==> config.mk <==
export PLATFORM = sky130hd
export DESIGN_NAME = base64_codec
export DESIGN_NICKNAME = d
export VERILOG_FILES = /design/src/sv/b64_pkg.sv /design/src/sv/b64_group.sv /design/src/sv/b64_drain.sv /design/src/sv/base64_codec.sv
export SDC_FILE = /design/constraint.sdc
export NUM_CORES = 1
export LEC_CHECK = 0
export BUFFER_PORTS_ARGS = -buffer_cell sky130_fd_sc_hd__buf_2
export CAP_MARGIN = 10
export CELL_PAD_IN_SITES_DETAIL_PLACEMENT = 1
export CELL_PAD_IN_SITES_GLOBAL_PLACEMENT = 2
export CORE_MARGIN = 2
export CORE_UTILIZATION = 42
export DETAILED_ROUTE_END_ITERATION = 8
export GPL_TIMING_DRIVEN = 0
export HOLD_SLACK_MARGIN = 0.12
export PLACE_DENSITY = 0.82
export SYNTH_ARGS = -nofsm -noshare
export SYNTH_HDL_FRONTEND = slang
export SYNTH_HIERARCHICAL = 1
export SYNTH_SLANG_ARGS = --single-unit
==> constraint.sdc <==
create_clock -name clk -period 4 [get_ports clk]
set_input_delay 0 -clock clk [delete_from_list [all_inputs] [get_ports clk]]
set_output_delay 0 -clock clk [all_outputs]
set_load 0.02 [all_outputs]
==> src/sv/b64_pkg.sv <==
// shared types, constants and alphabet functions for the base64 codec
package b64_pkg;

    localparam logic [7:0] PAD_CHAR = 8'h3d;
    localparam logic [6:0] NO_VALUE = 7'd64;

    typedef enum logic {
        MODE_ENCODE = 1'b0,
        MODE_DECODE = 1'b1
    } mode_t;

    typedef struct packed {
        logic [7:0] in_byte;
        logic       end_of_message;
    } in_t;

    typedef struct packed {
        logic [7:0] out_byte;
        logic       last_of_run;
        logic       message_done;
        logic       no_data;
    } out_t;

    // up to four result beats produced by one input beat
    typedef struct packed {
        logic [3:0][7:0] data;
        logic [1:0]      last_idx;
        logic            eom;
        logic            no_data;
    } group_t;

    function automatic logic [7:0] sym(input logic [5:0] v);
        logic [7:0] r;
        r = 8'h00;
        priority if (v < 6'd26)
            r = 8'h41 + {2'b00, v};
        else if (v < 6'd52)
            r = 8'h61 + ({2'b00, v} - 8'd26);
        else if (v < 6'd62)
            r = 8'h30 + ({2'b00, v} - 8'd52);
        else if (v == 6'd62)
            r = 8'h2b;
        else
            r = 8'h2f;
        return r;
    endfunction

    function automatic logic [6:0] char_value(input logic [7:0] ch);
        logic [6:0] r;
        r = NO_VALUE;
        priority if (ch >= 8'h41 && ch <= 8'h5a)
            r = 7'(ch - 8'h41);
        else if (ch >= 8'h61 && ch <= 8'h7a)
            r = 7'(ch - 8'h61 + 8'd26);
        else if (ch >= 8'h30 && ch <= 8'h39)
            r = 7'(ch - 8'h30 + 8'd52);
        else if (ch == 8'h2b)
            r = 7'd62;
        else if (ch == 8'h2f)
            r = 7'd63;
        else
            r = NO_VALUE;
        return r;
    endfunction

endpackage

==> src/sv/b64_group.sv <==
// group state, mode register and per-beat encode/decode logic
module b64_group (
    input  logic            clk,
    input  logic            rst_n,
    input  logic            accept,
    input  b64_pkg::in_t    in_beat,
    input  logic            cfg_we,
    input  logic            cfg_wdata,
    output b64_pkg::group_t grp,
    output logic            grp_valid
);

    b64_pkg::mode_t  mode_reg;
    logic [1:0]      count_reg;
    logic [1:0]      count_next;
    logic [2:0][7:0] held_reg;
    logic [7:0]      held_wdata;

    logic [7:0] b;
    logic       eom;
    logic [7:0] b0;
    logic [7:0] b1;
    logic [6:0] v0;
    logic [6:0] v1;
    logic [6:0] v2;
    logic [6:0] v3;
    logic [7:0] d0;
    logic [7:0] d1;
    logic [7:0] d2;
    logic       v2_ok;
    logic       v3_ok;

    assign b   = in_beat.in_byte;
    assign eom = in_beat.end_of_message;

    assign b0 = (count_reg == 2'd0) ? b : held_reg[0];
    assign b1 = (count_reg == 2'd1) ? b : held_reg[1];

    assign v0 = held_reg[0][6:0];
    assign v1 = held_reg[1][6:0];
    assign v2 = held_reg[2][6:0];
    assign v3 = b64_pkg::char_value(b);

    // decoded bytes wrap to 8 bits, pad values take part in all three sums
    assign d0    = {v0[5:0], 2'b00} + {5'b00000, v1[6:4]};
    assign d1    = {v1[3:0], 4'b0000} + {3'b000, v2[6:2]};
    assign d2    = {v2[1:0], 6'b000000} + {1'b0, v3};
    assign v2_ok = (v2 != b64_pkg::NO_VALUE);
    assign v3_ok = (v3 != b64_pkg::NO_VALUE);

    always_comb
    begin
        grp        = '0;
        grp.eom    = eom;
        grp_valid  = 1'b0;
        count_next = count_reg;
        held_wdata = b;
        if (mode_reg == b64_pkg::MODE_ENCODE)
        begin
            held_wdata = b;
            count_next = (count_reg == 2'd2 || eom) ? 2'd0 : count_reg + 2'd1;
            grp.last_idx = 2'd3;
            grp.data[0]  = b64_pkg::sym(b0[7:2]);
            unique case (count_reg)
                2'd2:
                begin
                    grp_valid   = 1'b1;
                    grp.data[1] = b64_pkg::sym({b0[1:0], b1[7:4]});
                    grp.data[2] = b64_pkg::sym({held_reg[1][3:0], b[7:6]});
                    grp.data[3] = b64_pkg::sym(b[5:0]);
                end
                2'd1:
                begin
                    grp_valid   = eom;
                    grp.data[1] = b64_pkg::sym({b0[1:0], b1[7:4]});
                    grp.data[2] = b64_pkg::sym({b1[3:0], 2'b00});
                    grp.data[3] = b64_pkg::PAD_CHAR;
                end
                2'd0:
                begin
                    grp_valid   = eom;
                    grp.data[1] = b64_pkg::sym({b0[1:0], 4'b0000});
                    grp.data[2] = b64_pkg::PAD_CHAR;
                    grp.data[3] = b64_pkg::PAD_CHAR;
                end
                default:
                begin
                    grp_valid = 1'b0;
                end
            endcase
        end
        else
        begin
            held_wdata = {1'b0, v3};
            count_next = eom ? 2'd0 : count_reg + 2'd1;
            if (count_reg == 2'd3)
            begin
                grp_valid    = 1'b1;
                grp.data[0]  = d0;
                grp.data[1]  = v2_ok ? d1 : d2;
                grp.data[2]  = d2;
                grp.last_idx = {1'b0, v2_ok} + {1'b0, v3_ok};
            end
            else if (eom)
            begin
                // end marker with no byte
                grp_valid    = 1'b1;
                grp.no_data  = 1'b1;
                grp.last_idx = 2'd0;
            end
        end
    end

    always_ff @(posedge clk or negedge rst_n)
    begin
        if (!rst_n)
        begin
            mode_reg  <= b64_pkg::MODE_ENCODE;
            count_reg <= 2'd0;
        end
        else if (cfg_we)
        begin
            mode_reg  <= b64_pkg::mode_t'(cfg_wdata);
            count_reg <= 2'd0;
        end
        else if (accept)
        begin
            count_reg <= count_next;
        end
    end

    always_ff @(posedge clk)
    begin
        if (accept && count_reg != 2'd3)
        begin
            held_reg[count_reg] <= held_wdata;
        end
    end

endmodule

==> src/sv/b64_drain.sv <==
// pending group register and output stage that sends one beat per cycle while out_ready is high
module b64_drain (
    input  logic            clk,
    input  logic            rst_n,
    input  b64_pkg::group_t grp,
    input  logic            grp_load,
    output logic            pend_free,
    output logic            out_valid,
    input  logic            out_ready,
    output b64_pkg::out_t   out_data
);

    b64_pkg::group_t pend_reg;
    logic            pend_valid_reg;
    b64_pkg::group_t cur_reg;
    logic            cur_valid_reg;
    logic [1:0]      idx_reg;

    logic is_last;
    logic cur_free;
    logic move;

    assign is_last   = (idx_reg == cur_reg.last_idx);
    assign cur_free  = !cur_valid_reg || (out_ready && is_last);
    assign move      = cur_free && pend_valid_reg;
    assign pend_free = !pend_valid_reg;

    assign out_valid             = cur_valid_reg;
    assign out_data.out_byte     = cur_reg.data[idx_reg];
    assign out_data.last_of_run  = is_last;
    assign out_data.message_done = is_last && cur_reg.eom;
    assign out_data.no_data      = cur_reg.no_data;

    always_ff @(posedge clk or negedge rst_n)
    begin
        if (!rst_n)
        begin
            pend_valid_reg <= 1'b0;
            cur_valid_reg  <= 1'b0;
            idx_reg        <= 2'd0;
        end
        else
        begin
            pend_valid_reg <= (pend_valid_reg && !move) || grp_load;
            if (cur_free)
            begin
                cur_valid_reg <= pend_valid_reg;
                idx_reg       <= 2'd0;
            end
            else if (out_ready)
            begin
                idx_reg <= idx_reg + 2'd1;
            end
        end
    end

    always_ff @(posedge clk)
    begin
        if (grp_load)
        begin
            pend_reg <= grp;
        end
        if (move)
        begin
            cur_reg <= pend_reg;
        end
    end

endmodule

==> src/sv/base64_codec.sv <==
// streaming base64 encoder / decoder top level
//
//  channel | direction | handshake          | payload
//  --------+-----------+--------------------+----------------------------
//  in      | input     | in_valid/in_ready  | in_data  (b64_pkg::in_t)
//  out     | output    | out_valid/out_ready| out_data (b64_pkg::out_t)
//  cfg     | input     | cfg_we             | cfg_wdata (mode)
//
// an input beat is taken while in_ready is high; a beat that completes a group loads
// up to four result beats into a pending register, sent one per cycle while out_ready is high
// the single output port sets throughput: 4 beats per 3 bytes encoding
// a beat that closes nothing is taken at once while the pending slot is free
// in_ready does not depend on out_ready; stalls on out hold in at the slot
// rst_n clears mode to encode and drops any partial group
module base64_codec (
    input  logic          clk,
    input  logic          rst_n,
    input  logic          in_valid,
    output logic          in_ready,
    input  b64_pkg::in_t  in_data,
    output logic          out_valid,
    input  logic          out_ready,
    output b64_pkg::out_t out_data,
    input  logic          cfg_we,
    input  logic          cfg_wdata
);

    b64_pkg::group_t grp;
    logic            grp_valid;
    logic            accept;

    assign accept = in_valid && in_ready;

    b64_group u_group (
        .clk       (clk),
        .rst_n     (rst_n),
        .accept    (accept),
        .in_beat   (in_data),
        .cfg_we    (cfg_we),
        .cfg_wdata (cfg_wdata),
        .grp       (grp),
        .grp_valid (grp_valid)
    );

    b64_drain u_drain (
        .clk       (clk),
        .rst_n     (rst_n),
        .grp       (grp),
        .grp_load  (accept && grp_valid),
        .pend_free (in_ready),
        .out_valid (out_valid),
        .out_ready (out_ready),
        .out_data  (out_data)
    );

endmodule

After elaboration in Yosys (flattened, before gate mapping)
Cells that the tools add are included.
W data, S select, Z words.
{ "classes": {"addsub": 41, "n_mul": 0, "n_div": 0, "magnitude_cmp": 27, "n_eq_ne": 13, "shifts": 0, "mux": 51, "bitwise_logic": 1, "reduce_logical": 22} }
{ "ops": {"columns": ["op", "n"], "rows": [
  ["$mux W8", 24],
  ["$lt A6 B6 Y1 const B", 12],
  ["$pmux W24 S3", 1],
  ["$add A6 B8 Y8 const A", 6],
  ["$add A7 B6 Y8 const A", 6],
  ["$add A7 B8 Y8 const A", 6],
  ["$sub A6 B5 Y7 const B", 6],
  ["$sub A6 B6 Y7 const B", 6],
  ["$lt A6 B5 Y1 const B", 6],
  ["$mux W7", 5],
  ["$mux W26", 1],
  ["$bwmux W24", 1],
  ["$eq A6 B6 Y1 const B", 4],
  ["$mux W24", 1],
  ["$bmux W8 S2", 1],
  ["$demux W8 S2", 1],
  ["$eq A8 B6 Y1 const B", 2],
  ["$ge A8 B7 Y1 const B", 2],
  ["$le A8 B7 Y1 const B", 2],
  ["$mux W2", 8],
  ["$ne A7 B7 Y1 const B", 2],
  ["$sub A7 B7 Y7 const B", 2],
  ["$mux W3", 4],
  ["$logic_and A1 B1 Y1", 11],
  ["other kinds (24)", 35]
]} }
{ "totals": {"reg_bits": 103, "latch_bits": 0, "ram_bits": 0, "mem_bits_ro": 0, "input_bits": 15, "wordCells": 177, "n_memories": 0} }

Logic depth before layout (Yosys ltp)
{ "depth": {"depth_word": 10, "ltp_mapped": 15, "mapped_depth_nobuf": 13} }

By module
The synthesis kept the hierarchy.
{ "by_module_without_submodules": {"columns": ["mod", "instances", "cells_each", "area_per_inst_um2", "seq_area_each_um2"], "rows": [
  ["b64_group", 1, 612, 4733.3, 765.7],
  ["b64_drain", 1, 106, 2597.5, 2262.2],
  ["base64_codec", 1, 2, 12.5, 0.0]
]} }

Worst setup path after synthesis
OpenSTA, ideal clock, no wires.
{ "synth_path": {"path_kind": "reg2reg", "from": "register u_group.count_reg[1]", "to": "register u_drain/pend_reg[16] in the netlist's numbering (data pin)", "arrival_time_ns": 2.777, "required_ns": 3.727, "setup_slack_ns": 0.950, "stages_incl_launch_ff": 13, "period_less_slack_ns": 3.050, "path_cell_list": "dfrtp_1 -> inv_1 -> ha_1 -> buf_6 -> buf_2 -> mux2i_1 -> ha_1 -> nand2b_1 -> a21oi_1 -> and2_1 -> nor3_1 -> o311ai_1 -> o311ai_1"} }
{ "synth_lines": {"columns": ["item", "line_no", "rtl"], "rows": [
  ["start: declaration", "b64_group.sv:14", "logic [1:0] count_reg;"],
  ["start signal: assignment", "b64_group.sv:128", "count_reg <= count_next;"],
  ["end signal: assignment", "b64_drain.sv:61", "pend_reg <= grp;"],
  ["end: declaration", "b64_drain.sv:13", "b64_pkg::group_t pend_reg;"]
]} }

==> impl_metrics.ini <==
[detailed_routing]
drcViolationCount = 0
wirelength_mm = 23.8
post_drt_wl_per_cell_um = 23.9
num_vias = 6102
dr.pass1.iters = 5
via_per_inst = 6.15
ant_nets = 0
drt-initial-drc-count = 551

[synth]
synthesis.nets = 792
synth_sequential_area_ratio_pct = 41.2
synthArstFlopShare_pct = 6.86
synth_cell_types = 74
synthesis.instances = 720
ys_ff_latch = 102
ys.warnings.count = 6
synth_top_flop_cell = edfxtp_1
netlist_area_um2 = 7340
synth_edf_count = 95
synth_area_per_cell_um2 = 10.2

[placement]
dpl.cell_count = 971
pre_cts_ws_ns = -0.441
dpl.hpwl_mm = 17.9
finalWeightedCongestion = 0.914
port_buffers = 26

[cells_and_area]
nNetsFinal = 835
nFillCells = 1965
area_growth_pct = 11.2
largest_reg_flops = 36
seqCellArea_um2 = 3030
stdcell_count = 993
finish.utilization_pct = 47.5
multi_input_area_um2 = 4050
insertedDiodeCount = 0
drive_above_1_share_pct = 12.8

[clock_network]
cts_buffer_depth = 2
cts_sinks = 102
insertion_delay_ns = 0.34
clk_pin_slew_ns = 0.08
cts_buffers = 9
post_cts.repair.setup_buffers = 0
htreeDepth = 3
cts_tree = built
root_buffer = clkbuf_16

[setup_path]
crit_type = flop to flop
r2r_cells = 12
required_ns = 4.05
critPathArrivalTime_ns = 3.84
crit_fanout = 10
endpoint_kind = flop
startpoint_type = flop
r2r_start = u_group/count_reg[1]$_DFFE_PN0P_
r2r-end = u_drain/pend_reg[17]$_DFFE_PP_
r2r_slack_ns = 0.21

[floorplanning]
die-height_um = 136
die_w_um = 136
core_um2 = 17200
dieArea_um2 = 18600
start_util_pct = 42.8
rows = 48
pin_count = 28

[job]
drv_cap = 0

[sta]
worst_slack_ns = 0.208
period_needed_ns = 3.79
hold_ws_ns = 0.197
fin_skew_ns = 0.0109
grt_setup_unrepaired = no
slew_viol_final = 0
max-slew-margin-rel_pct = 34.6
setup_viol = 0
fmax_ghz = 0.264
period_share_pct = 94.8
hold_viol = 0
worst_pin_slew_ns = 0.978

[min_path]
whs_endpoint = u_group/count_reg[0]$_DFFE_PN0P_
worstHoldStart = in_valid
min_path_cells = 4
hold_class = input port to flop

[pwr]
ir_drop_mv = 0.294
power_density_nw_per_um2 = 463
finalPower_w = 0.00378
p_leak_nw = 3.06

[grt]
grt_start_max_net_pins = 38
grt_pass1_wl_mm = 36.8
overflow = 0
grt_pass1_vias = 6263
antenna_found_initial = 0
grt_usage_pct = 26.3

[outcome]
outcome = complete, no violations
-- timing repair --
| item | CTS | global route |
|---|---|---|
| resized for setup | 3 | 3 |
| setup endpoints to repair | 3 | 3 |
| endpoints found under the hold margin | 14 | 0 |
| hold buffers | 7 | 0 |
-- worst max-delay path, stage by stage, from the launching register on --
cell	delay (ns)
dfrtp_1	0.46
inv_1	0.11
ha_1	0.21
buf_6	0.16
buf_2	0.22
mux2i_4	0.27
ha_1	0.26
a221oi_2	0.42
xor2_1	0.16
a41oi_1	0.45
xnor2_1	0.14
o21ai_0	0.36
o221ai_1	0.26
-- power breakdown --
group,internal [W],total [W],switching (W)
sequential,0.00143,0.00153,0.000104
clock,0.000492,0.000890,0.000399
combinational,0.000504,0.00136,0.000853
total,0.00242,0.00378,0.00136
-- layout by cell type (no fill, tap or decap), types with 10 or more instances in the layout --
cell type | netlist | final
a211oi_1 | 13 | 12
a21oi_1 | 42 | 42
buf_2 | 11 | 37
clkbuf_1 | 21 | 19
edfxtp_1 | 95 | 95
ha_1 | 57 | 57
inv_1 | 30 | 30
mux2i_1 | 15 | 14
nand2_1 | 59 | 59
nand3_1 | 15 | 15
nor2_1 | 54 | 53
nor2b_1 | 10 | 10
nor3_1 | 15 | 15
o21ai_0 | 34 | 34
xnor2_1 | 35 | 35
xor2_1 | 19 | 19
-- cells in the mapped netlist (3+ instances only) --
cell type  number  share of area, %
nor4_1          6              0.51
ha_1           57               9.7
nand2_1        59               3.0
a311oi_1        3              0.36
a221oi_1        6              0.72
mux2i_1        15               2.0
mux4_2          6               1.8
dfrtp_1         7               2.4
nor2b_1        10              0.85
a31oi_1         5              0.43
edfxtp_1       95                39
a31o_2          3              0.36
o31ai_1         5              0.51
o21ai_1         4              0.27
xnor2_1        35               4.2
nand3_1        15               1.0
a22oi_1         4              0.41
o22ai_1         8              0.68
a22o_1          5              0.60
a21oi_1        42               2.9
and3_1          7              0.60
nor2_1         54               2.8
nand4b_1        3              0.36
o211ai_1        9              0.92
inv_1          30               1.5
nor3b_1         3              0.31
nand2b_1        9              0.77
o221ai_1        7              0.83
xor2_1         19               2.3
o211a_1         3              0.41
o31a_1          3              0.36
a21o_1          9              0.92
nor3_1         15               1.0
or2_2           5              0.43
mux2_2          6              0.92
o21a_1          4              0.41
buf_2          11              0.75
a2111oi_0       3              0.36
and2_1          8              0.68
o21ai_0        34               2.3
buf_4           3              0.31
a211oi_1       13               1.3
or3_1           3              0.26
a211o_1         5              0.60
clkbuf_1       21               1.1
-- routing by layer --
| metal | GRT usage [%] | wire (µm) | share of wire (%) |
|---|---|---|---|
| met2 | 44.8 | 11600 | 49 |
| met1 | 34.4 | 10100 | 42 |
| met3 | 3.58 | 1230 | 5.2 |
| met4 | 9.20 | 841 | 3.5 |
| met5 | 0 | 0 | 0 |
-- how the worst max path moves through the flow --
stage / startpoint / endpoint / slack, ns / cells past startpoint
2_1_floorplan: u_group/count_reg[1]$_DFFE_PN0P_ / u_drain/pend_reg[16]$_DFFE_PP_ / 0.95 / 12
3_3_place_gp: in_data[3] / u_drain/pend_reg[18]$_DFFE_PP_ / -0.46 / 15
3_5_place_dp: in_data[3] / u_drain/pend_reg[18]$_DFFE_PP_ / -0.44 / 15
4_1_cts: in_data[7] / u_drain/pend_reg[2]$_DFFE_PP_ / 0.13 / 15
5_1_grt: u_group/count_reg[1]$_DFFE_PN0P_ / u_drain/pend_reg[17]$_DFFE_PP_ / 0.07 / 12
6_report: u_group/count_reg[1]$_DFFE_PN0P_ / u_drain/pend_reg[17]$_DFFE_PP_ / 0.21 / 12
-- stage by stage --
stage	cell area (µm²)	TNS, ns
floorplan	7340	0
global placement	7750	-1.51
detailed placement	7760	-1.31
CTS	8160	0
global route	8160	0
finish	8160	0
-- logic make-up (layout without fill, tap and decap cells) --
kind of cell	after synthesis	count (layout)	synth area share, %
muxes	31	31	6.01
DFF	102	102	41.2
buffers and inverters	70	118	4.12
AOI/OAI and AO/OA	194	194	18.2
and+or+nand+nor	212	212	14.2
adders and majority gates	57	57	9.71
xor gates and xnor gates	54	54	6.44
-- layout make-up --
type,count,area share (%)
Buffer,37,2.21
Clock buffer,9,2.76
Clock inverter,7,0.981
Inverter,32,1.47
Multi-Input combinational cell,548,49.6
Sequential cell,102,37.1
Tap cell,225,3.45
Timing Repair Buffer,33,2.45
Power figures use the tool's default switching activity.
